--- src/sv/lld_pkg.sv ---
// Package for the least-loaded job dispatcher.
// Holds command codes, limits, sequencer states and the scan control struct.
// No dependencies.
`timescale 1ns / 1ps

package lld_pkg;

   localparam int unsigned CMD_W   = 2;
   localparam int unsigned SIDX_W  = 4;
   localparam int unsigned VAL_W   = 7;
   localparam int unsigned CNT_W   = 5;
   localparam int unsigned TIME_W  = 32;
   localparam int unsigned PROD_W  = 2 * VAL_W;

   localparam logic [CMD_W-1:0] CMD_LOAD     = 2'd0;
   localparam logic [CMD_W-1:0] CMD_DISPATCH = 2'd1;
   localparam logic [CMD_W-1:0] CMD_CLEAR    = 2'd2;

   localparam logic STATUS_OK  = 1'b0;
   localparam logic STATUS_REJ = 1'b1;

   localparam logic [VAL_W-1:0]  VALUE_MIN   = 7'd1;
   localparam logic [VAL_W-1:0]  VALUE_LIMIT = 7'd100;
   localparam logic [VAL_W-1:0]  RATE_RESET  = 7'd1;
   localparam logic [CNT_W-1:0]  COUNT_RESET = 5'd16;
   localparam logic [TIME_W-1:0] TIME_MAX    = 32'hFFFF_FFFF;

   typedef enum logic [2:0] {
      ST_IDLE,
      ST_SWEEP,
      ST_SCAN,
      ST_DRAIN,
      ST_RATE,
      ST_MUL,
      ST_FIN
   } state_type;

   typedef struct packed {
      logic vld;
      logic first;
   } scan_ctl_type;

   function automatic logic in_range(input logic [VAL_W-1:0] v);
      return (v >= VALUE_MIN) && (v <= VALUE_LIMIT);
   endfunction

endpackage

--- src/sv/least_loaded_job_dispatcher_core.sv ---
// Top level of the least-loaded job dispatcher: sequencer, free-time and rate memories.
// Depends on lld_pkg and lld_min_scan.
`timescale 1ns / 1ps

// A request is taken when start is high and busy is low. Each request gives one result,
// shown for exactly one cycle with rsp_valid high; the receiver cannot stall it. A rate
// load, an invalid command or a rejected dispatch gives its result in the cycle after the
// request. For a dispatch the free-time memory is read one server per cycle, over the
// enabled servers, into a single compare unit, then the rate is read, multiplied and
// added. A clear writes one free-time entry per cycle before its result. After reset
// the memories are swept with busy high; csr writes are taken at any time.
module least_loaded_job_dispatcher_core #(
   parameter int unsigned MAX_SERVERS = 16
) (
   input  logic                                clock,
   input  logic                                reset,
   input  logic                                start,
   output logic                                busy,
   input  logic [lld_pkg::CMD_W-1:0]           req_command,
   input  logic [lld_pkg::SIDX_W-1:0]          req_server_index,
   input  logic [lld_pkg::VAL_W-1:0]           req_service_rate,
   input  logic [lld_pkg::VAL_W-1:0]           req_job_items,
   input  logic                                csr_write_en,
   input  logic [lld_pkg::CNT_W-1:0]           csr_write_data,
   output logic                                rsp_valid,
   output logic                                rsp_status,
   output logic [lld_pkg::SIDX_W-1:0]          rsp_chosen_server,
   output logic [lld_pkg::TIME_W-1:0]          rsp_start_time,
   output logic [lld_pkg::TIME_W-1:0]          rsp_finish_time,
   output logic [lld_pkg::TIME_W-1:0]          rsp_makespan
);

   localparam int unsigned IW = (MAX_SERVERS > 1) ? $clog2(MAX_SERVERS) : 1;
   localparam logic [IW-1:0] PTR_END = IW'(MAX_SERVERS - 1);

   lld_pkg::state_type state_ff, state_in;
   logic                         init_ff, init_in;
   logic [IW-1:0]                ptr_ff, ptr_in;
   logic [lld_pkg::CNT_W-1:0]    csr_ff;
   logic [lld_pkg::TIME_W-1:0]   longest_ff, longest_in;
   logic                         rsp_valid_ff, rsp_valid_in;
   logic                         cmp_vld_ff;
   logic [IW-1:0]                cmp_idx_ff;
   logic [lld_pkg::VAL_W-1:0]    items_ff, items_in;
   logic [lld_pkg::PROD_W-1:0]   prod_ff, prod_in;
   logic                         rsp_status_ff, rsp_status_in;
   logic [lld_pkg::SIDX_W-1:0]   rsp_chosen_ff, rsp_chosen_in;
   logic [lld_pkg::TIME_W-1:0]   rsp_start_ff, rsp_start_in;
   logic [lld_pkg::TIME_W-1:0]   rsp_finish_ff, rsp_finish_in;
   logic [lld_pkg::TIME_W-1:0]   rsp_makespan_ff, rsp_makespan_in;

   logic [lld_pkg::TIME_W-1:0]   time_mem [MAX_SERVERS];
   logic [lld_pkg::VAL_W-1:0]    rate_mem [MAX_SERVERS];
   logic [lld_pkg::TIME_W-1:0]   tm_rdata_ff;
   logic [lld_pkg::VAL_W-1:0]    rt_rdata_ff;
   logic                         tm_we, rt_we;
   logic [IW-1:0]                tm_waddr, rt_waddr;
   logic [lld_pkg::TIME_W-1:0]   tm_wdata;
   logic [lld_pkg::VAL_W-1:0]    rt_wdata;

   logic [IW-1:0]                last_idx;
   logic [IW-1:0]                load_idx;
   logic                         load_ok;
   logic [lld_pkg::TIME_W:0]     sum;
   logic [lld_pkg::TIME_W-1:0]   finish;
   lld_pkg::scan_ctl_type        scan_ctl;
   logic [IW-1:0]                best_idx;
   logic [lld_pkg::TIME_W-1:0]   best_time;

   always_comb begin
      priority if (csr_ff == '0) begin
         last_idx = '0;
      end else if (32'(csr_ff) > 32'(MAX_SERVERS)) begin
         last_idx = PTR_END;
      end else begin
         last_idx = IW'(csr_ff - 1'b1);
      end
   end

   assign load_idx = IW'(req_server_index);
   assign load_ok  = (32'(req_server_index) <= 32'(last_idx))
                     && lld_pkg::in_range(req_service_rate);
   assign sum      = {1'b0, best_time} + (lld_pkg::TIME_W + 1)'(prod_ff);
   assign finish   = sum[lld_pkg::TIME_W] ? lld_pkg::TIME_MAX : sum[lld_pkg::TIME_W-1:0];

   assign scan_ctl.vld   = cmp_vld_ff;
   assign scan_ctl.first = (cmp_idx_ff == '0);

   lld_min_scan #(
      .IW (IW)
   ) u_min_scan (
      .clock     (clock),
      .ctl       (scan_ctl),
      .idx       (cmp_idx_ff),
      .data      (tm_rdata_ff),
      .best_idx  (best_idx),
      .best_time (best_time)
   );

   always_comb begin
      state_in        = state_ff;
      init_in         = init_ff;
      ptr_in          = ptr_ff;
      longest_in      = longest_ff;
      items_in        = items_ff;
      prod_in         = prod_ff;
      rsp_valid_in    = 1'b0;
      rsp_status_in   = lld_pkg::STATUS_REJ;
      rsp_chosen_in   = '0;
      rsp_start_in    = '0;
      rsp_finish_in   = '0;
      rsp_makespan_in = longest_ff;
      tm_we           = 1'b0;
      tm_waddr        = ptr_ff;
      tm_wdata        = '0;
      rt_we           = 1'b0;
      rt_waddr        = ptr_ff;
      rt_wdata        = lld_pkg::RATE_RESET;
      unique case (state_ff)
         lld_pkg::ST_IDLE: begin
            if (start) begin
               unique case (req_command)
                  lld_pkg::CMD_LOAD: begin
                     rsp_valid_in = 1'b1;
                     if (load_ok) begin
                        rsp_status_in = lld_pkg::STATUS_OK;
                        tm_we         = 1'b1;
                        tm_waddr      = load_idx;
                        rt_we         = 1'b1;
                        rt_waddr      = load_idx;
                        rt_wdata      = req_service_rate;
                     end
                  end
                  lld_pkg::CMD_DISPATCH: begin
                     if (lld_pkg::in_range(req_job_items)) begin
                        items_in = req_job_items;
                        ptr_in   = '0;
                        state_in = lld_pkg::ST_SCAN;
                     end else begin
                        rsp_valid_in = 1'b1;
                     end
                  end
                  lld_pkg::CMD_CLEAR: begin
                     ptr_in   = '0;
                     init_in  = 1'b0;
                     state_in = lld_pkg::ST_SWEEP;
                  end
                  default: begin
                     rsp_valid_in = 1'b1;
                  end
               endcase
            end
         end
         lld_pkg::ST_SWEEP: begin
            tm_we = 1'b1;
            rt_we = init_ff;
            if (ptr_ff == PTR_END) begin
               longest_in      = '0;
               init_in         = 1'b0;
               state_in        = lld_pkg::ST_IDLE;
               rsp_valid_in    = !init_ff;
               rsp_status_in   = lld_pkg::STATUS_OK;
               rsp_makespan_in = '0;
            end else begin
               ptr_in = ptr_ff + 1'b1;
            end
         end
         lld_pkg::ST_SCAN: begin
            if (ptr_ff == last_idx) begin
               state_in = lld_pkg::ST_DRAIN;
            end else begin
               ptr_in = ptr_ff + 1'b1;
            end
         end
         lld_pkg::ST_DRAIN: begin
            state_in = lld_pkg::ST_RATE;
         end
         lld_pkg::ST_RATE: begin
            state_in = lld_pkg::ST_MUL;
         end
         lld_pkg::ST_MUL: begin
            prod_in  = lld_pkg::PROD_W'(items_ff) * lld_pkg::PROD_W'(rt_rdata_ff);
            state_in = lld_pkg::ST_FIN;
         end
         lld_pkg::ST_FIN: begin
            tm_we           = 1'b1;
            tm_waddr        = best_idx;
            tm_wdata        = finish;
            longest_in      = (finish > longest_ff) ? finish : longest_ff;
            rsp_valid_in    = 1'b1;
            rsp_status_in   = lld_pkg::STATUS_OK;
            rsp_chosen_in   = lld_pkg::SIDX_W'(best_idx);
            rsp_start_in    = best_time;
            rsp_finish_in   = finish;
            rsp_makespan_in = (finish > longest_ff) ? finish : longest_ff;
            state_in        = lld_pkg::ST_IDLE;
         end
         default: begin
            state_in = lld_pkg::ST_IDLE;
         end
      endcase
   end

   always_ff @(posedge clock) begin
      if (reset) begin
         state_ff     <= lld_pkg::ST_SWEEP;
         init_ff      <= 1'b1;
         ptr_ff       <= '0;
         csr_ff       <= lld_pkg::COUNT_RESET;
         longest_ff   <= '0;
         rsp_valid_ff <= 1'b0;
         cmp_vld_ff   <= 1'b0;
      end else begin
         state_ff     <= state_in;
         init_ff      <= init_in;
         ptr_ff       <= ptr_in;
         longest_ff   <= longest_in;
         rsp_valid_ff <= rsp_valid_in;
         cmp_vld_ff   <= (state_ff == lld_pkg::ST_SCAN);
         if (csr_write_en) begin
            csr_ff <= csr_write_data;
         end
      end
   end

   always_ff @(posedge clock) begin
      cmp_idx_ff      <= ptr_ff;
      items_ff        <= items_in;
      prod_ff         <= prod_in;
      rsp_status_ff   <= rsp_status_in;
      rsp_chosen_ff   <= rsp_chosen_in;
      rsp_start_ff    <= rsp_start_in;
      rsp_finish_ff   <= rsp_finish_in;
      rsp_makespan_ff <= rsp_makespan_in;
   end

   always_ff @(posedge clock) begin
      if (tm_we) begin
         time_mem[tm_waddr] <= tm_wdata;
      end
      tm_rdata_ff <= time_mem[ptr_ff];
   end

   always_ff @(posedge clock) begin
      if (rt_we) begin
         rate_mem[rt_waddr] <= rt_wdata;
      end
      rt_rdata_ff <= rate_mem[best_idx];
   end

   assign busy              = (state_ff != lld_pkg::ST_IDLE);
   assign rsp_valid         = rsp_valid_ff;
   assign rsp_status        = rsp_status_ff;
   assign rsp_chosen_server = rsp_chosen_ff;
   assign rsp_start_time    = rsp_start_ff;
   assign rsp_finish_time   = rsp_finish_ff;
   assign rsp_makespan      = rsp_makespan_ff;

endmodule

--- src/sv/lld_min_scan.sv ---
// Running minimum unit: one free-time compare per cycle, lowest index wins ties.
// Depends on lld_pkg.
`timescale 1ns / 1ps

module lld_min_scan #(
   parameter int unsigned IW = 4
) (
   input  logic                        clock,
   input  lld_pkg::scan_ctl_type       ctl,
   input  logic [IW-1:0]               idx,
   input  logic [lld_pkg::TIME_W-1:0]  data,
   output logic [IW-1:0]               best_idx,
   output logic [lld_pkg::TIME_W-1:0]  best_time
);

   logic [IW-1:0]              best_idx_ff;
   logic [lld_pkg::TIME_W-1:0] best_time_ff;

   always_ff @(posedge clock) begin
      if (ctl.vld && (ctl.first || (data < best_time_ff))) begin
         best_idx_ff  <= idx;
         best_time_ff <= data;
      end
   end

   assign best_idx  = best_idx_ff;
   assign best_time = best_time_ff;

endmodule

--- config.mk ---
export PLATFORM = sky130hd
export DESIGN_NAME = least_loaded_job_dispatcher_core
export DESIGN_NICKNAME = d
export VERILOG_FILES = /design/src/sv/lld_pkg.sv /design/src/sv/least_loaded_job_dispatcher_core.sv /design/src/sv/lld_min_scan.sv
export SDC_FILE = /design/constraint.sdc
export NUM_CORES = 1
export LEC_CHECK = 0
export BUFFER_PORTS_ARGS = -buffer_cell sky130_fd_sc_hd__buf_2
export CORE_AREA = 2 2 238 240
export CTS_CLUSTER_DIAMETER = 150
export DETAILED_ROUTE_END_ITERATION = 16
export DIE_AREA = 0 0 240 242
export GPL_TIMING_DRIVEN = 1
export PLACE_DENSITY = 0.92
export SKIP_CTS_REPAIR_TIMING = 1
export SLEW_MARGIN = 20
export SYNTH_ARGS = -nofsm -noshare
export SYNTH_HDL_FRONTEND = slang
export SYNTH_HIERARCHICAL = 1
export SYNTH_SLANG_ARGS = --single-unit
--- constraint.sdc ---
create_clock -name clock -period 10.8 [get_ports clock]
set_input_delay 0.54 -clock clock [delete_from_list [all_inputs] [get_ports clock]]
set_output_delay 0.54 -clock clock [all_outputs]
set_load 0.005 [all_outputs]
==> flow_metrics.tcl <==
set metrics [dict create \
    place_area_mm2 0.03741 \
    reg2reg_slack_ps 4760 \
    slew_headroom_pct 23.79 \
    synth_edf_count 681 \
    dp_hpwl_um 54320 \
    grt_start_max_net_pins 70 \
    rsz0062_at_grt "no" \
    setup_viol 0 \
    initial_core_util_pct 64.16 \
    cp.depth 17 \
    crit_path_cell_trace "ha_1 > o2111a_1 > a211oi_1 > a31o_2 > nand2_1 > nand3_1 > mux2i_1 > inv_1 > ha_1 > nand4_1 > nor4_1 > a31oi_1 > and2_1 > a22oi_2 > buf_4 > nand2b_1 > o21ai_0" \
    clkLatencyLatePin_ps 660 \
    ys_seq_area_share_pct 67.88 \
    wire_per_inst_um 29.10 \
    yosysTopAreaCell "edfxtp_1" \
    area_delta_synth_final_pct 12.65 \
    ys_ff_latch 872 \
    finClkSkew_ps 28.26 \
    clk_pin_slew_ps 70 \
    rows 87 \
    finalNonFillerCells 3179 \
    syn_inst 2181 \
    drt-vias-per-instance 6.677 \
    dieArea_mm2 0.05808 \
    crit_buf_inv 2 \
    ant_nets 0 \
    synth_area_per_cell_um2 16.40 \
    drt_wl_total_um 92520 \
    holdCritPathClass "primary input to flop" \
    design_area_mm2 0.04028 \
    die_w_um 240 \
    synth.net_count 2350 \
    grt_pass1_wl_um 137300 \
    max_freq_mhz 165.7 \
    r2r_cells 17 \
    numPlacedInstances 3016 \
    r2r-end "longest_ff[17]" \
    netlist_area_mm2 0.03576 \
    crit_type "flop to flop" \
    first_pass_iters 6 \
    reg2reg_from "u_min_scan/best_time[10]" \
    die-height_um 242 \
    max_cap_violations 0 \
    cts_num_sinks 872 \
    end_kind "flop" \
    powerDensity_mw_per_mm2 205.2 \
    htreeDepth 3 \
    finalNetCount 2517 \
    io_buffers 131 \
    power.total_mw 8.268 \
    drive_above_1_share_pct 22.87 \
    clockRootBuffer "clkbuf_16" \
    routabilityCongestion 0.9209 \
    grt_usage_pct 32.53 \
    antenna_found_initial 2 \
    synthFlopType "edfxtp_1" \
    fin_crit_sh_pct 55.88 \
    status "finished, final reports clean" \
    arrival_ps 6550 \
    async_reset_ff_share_pct 0 \
    cp_slowest_cell "nor4_1" \
    ys_types 77 \
    endpoint "longest_ff[17]" \
    first_global_vias 21610 \
    drc 0 \
    post-route-util_pct 72.28 \
    yosys_warnings 6 \
    setup_tns_ps 0 \
    final_max_slew_viol_count 0 \
    clockBufferDepth 3 \
    worstPathMaxFanout 69 \
    vdd_ir_drop_max_mv 0.1950 \
    core_area_mm2 0.05573 \
    finalHoldViolCount 0 \
    drt_iter0_drc 2833 \
    num_vias 21230 \
    worstSetupStartpointType "flop" \
    overflow 0 \
    nFillCells 3259 \
    synth_top_cell_area_share_pct 57.19 \
    post-route-min-period_ps 6035 \
    leakagePower_nw 14.10 \
    numCtsBuffers 86 \
    slowest_delay_ps 760 \
    ioPinCount 132 \
    crit_top_cell "ha_1" \
    cts_tree "done" \
    ys_top_cells_by_area "edfxtp_1 57%, mux4_2 12%, dfxtp_1 11%, ha_1 4.0%, inv_1 1.6%" \
    crit_family "simple AND/OR/NAND/NOR gates" \
    startpoint "u_min_scan/best_time[10]" \
    cp.required_ps 11320 \
    worst_pin_slew_ps 1139 \
]
==> metal layers <==
metal / track usage (%) / up-vias / wire [um]
met1: 44.41 / 10630 / 33760
met3: 6.392 / 291 / 9805
met2: 51.39 / 1584 / 44480
met4: 14.74 / 2 / 4471
met5: 0 / - / 11
li1: - / 8722 / -
==> state kept, by name, indices dropped and copies added, names as in the netlist <==
register and count:
csr_ff 5, rate_mem 112, prod_ff 14, rt_rdata_ff 7, cmp_vld_ff 1, u_min_scan/best_time 32
rsp_status 1, rsp_valid 1, rsp_makespan 32, ptr_ff 4, items_ff 7, state_ff 3
tm_rdata_ff 32, rsp_finish_time 32, cmp_idx_ff 4, longest_ff 32, rsp_start_time 32, time_mem 512
u_min_scan/best_idx 4, init_ff 1, rsp_chosen_server 4
==> Yosys cell counts, types with 39 or more instances <==
library cell,count
a21oi_1,65
mux4_2,195
o21ai_0,45
ha_1,115
nand3_1,47
inv_1,149
nand2_1,103
nor2_1,123
clkbuf_1,61
and3_1,39
dfxtp_1,191
and2_1,40
edfxtp_1,681
==> report_power, final <==
part	leakage (nW)	total, mW	switching [mW]	internal, mW
logic	5.39	1.18	0.661	0.518
clock network	1.38	3.01	1.29	1.72
registers	7.33	4.08	0.177	3.90
==> through the flow <==
step | setup WS (ps) | hold WS, ps
global route | 4420 | 108.3
finish | 4765 | 100.0
CTS | 5212 | 72.61
detailed placement | 5260 | 423.5
global placement | 5476 | 410.2
floorplan | 6159 | 329.0
==> worst min path at each step <==
stage / cells after the start / slack, ps / start / end
2_1_floorplan: 0 / 330 / ptr_ff[2] / cmp_idx_ff[2]
3_3_place_gp: 0 / 410 / cmp_idx_ff[1] / u_min_scan/best_idx[1]
3_5_place_dp: 0 / 420 / cmp_idx_ff[3] / u_min_scan/best_idx[3]
4_1_cts: 1 / 70 / req_job_items[1] / items_ff[1]
5_1_grt: 1 / 110 / req_job_items[1] / items_ff[1]
6_report: 1 / 100 / req_job_items[1] / items_ff[1]
==> cells in the final DEF (no fill, tap or decap), types with 14 or more instances in the layout <==
cell type    n
buf_4       33
clkinv_2    14
ha_1       115
clkinv_1    14
mux4_2     195
fa_1        25
nand2_1    103
clkbuf_16   88
xnor2_1     20
and2_1      40
inv_1      149
nor2_4      16
nor3_1      20
nand3_1     47
nor2_1      97
mux2i_1     18
a21oi_1     64
buf_2      131
a21o_1      15
o21ai_0     45
dfxtp_1    188
clkbuf_1    20
nand4_1     25
and3_1      39
edfxtp_1   681
==> cell type report <==
type	count	area [um2]	area share, %
multi-input cells	1074	10740	26.67
clock buffers	114	2360	5.858
well taps	756	945.9	2.348
repair buffers	164	903.4	2.243
inverters	150	563.0	1.398
clock inverters	48	481.7	1.196
flip-flops and latches	872	24280	60.28
diodes	1	2.502	0.006212
==> cells by family (layout without fill, tap and decap cells) <==
group / Yosys count / after routing / share of synthesized area, %
XOR/XNOR: 26 / 26 / 0.6368
flip-flops: 872 / 872 / 67.88
adder cells (fa/ha/maj): 142 / 142 / 5.480
AO/OA/AOI/OAI: 230 / 230 / 4.262
buffers and inverters: 235 / 476 / 2.516
AND/OR/NAND/NOR: 461 / 461 / 6.375
multiplexers: 215 / 215 / 12.85
other: 0 / 1 / 0
(Power assumes the default switching activity.)
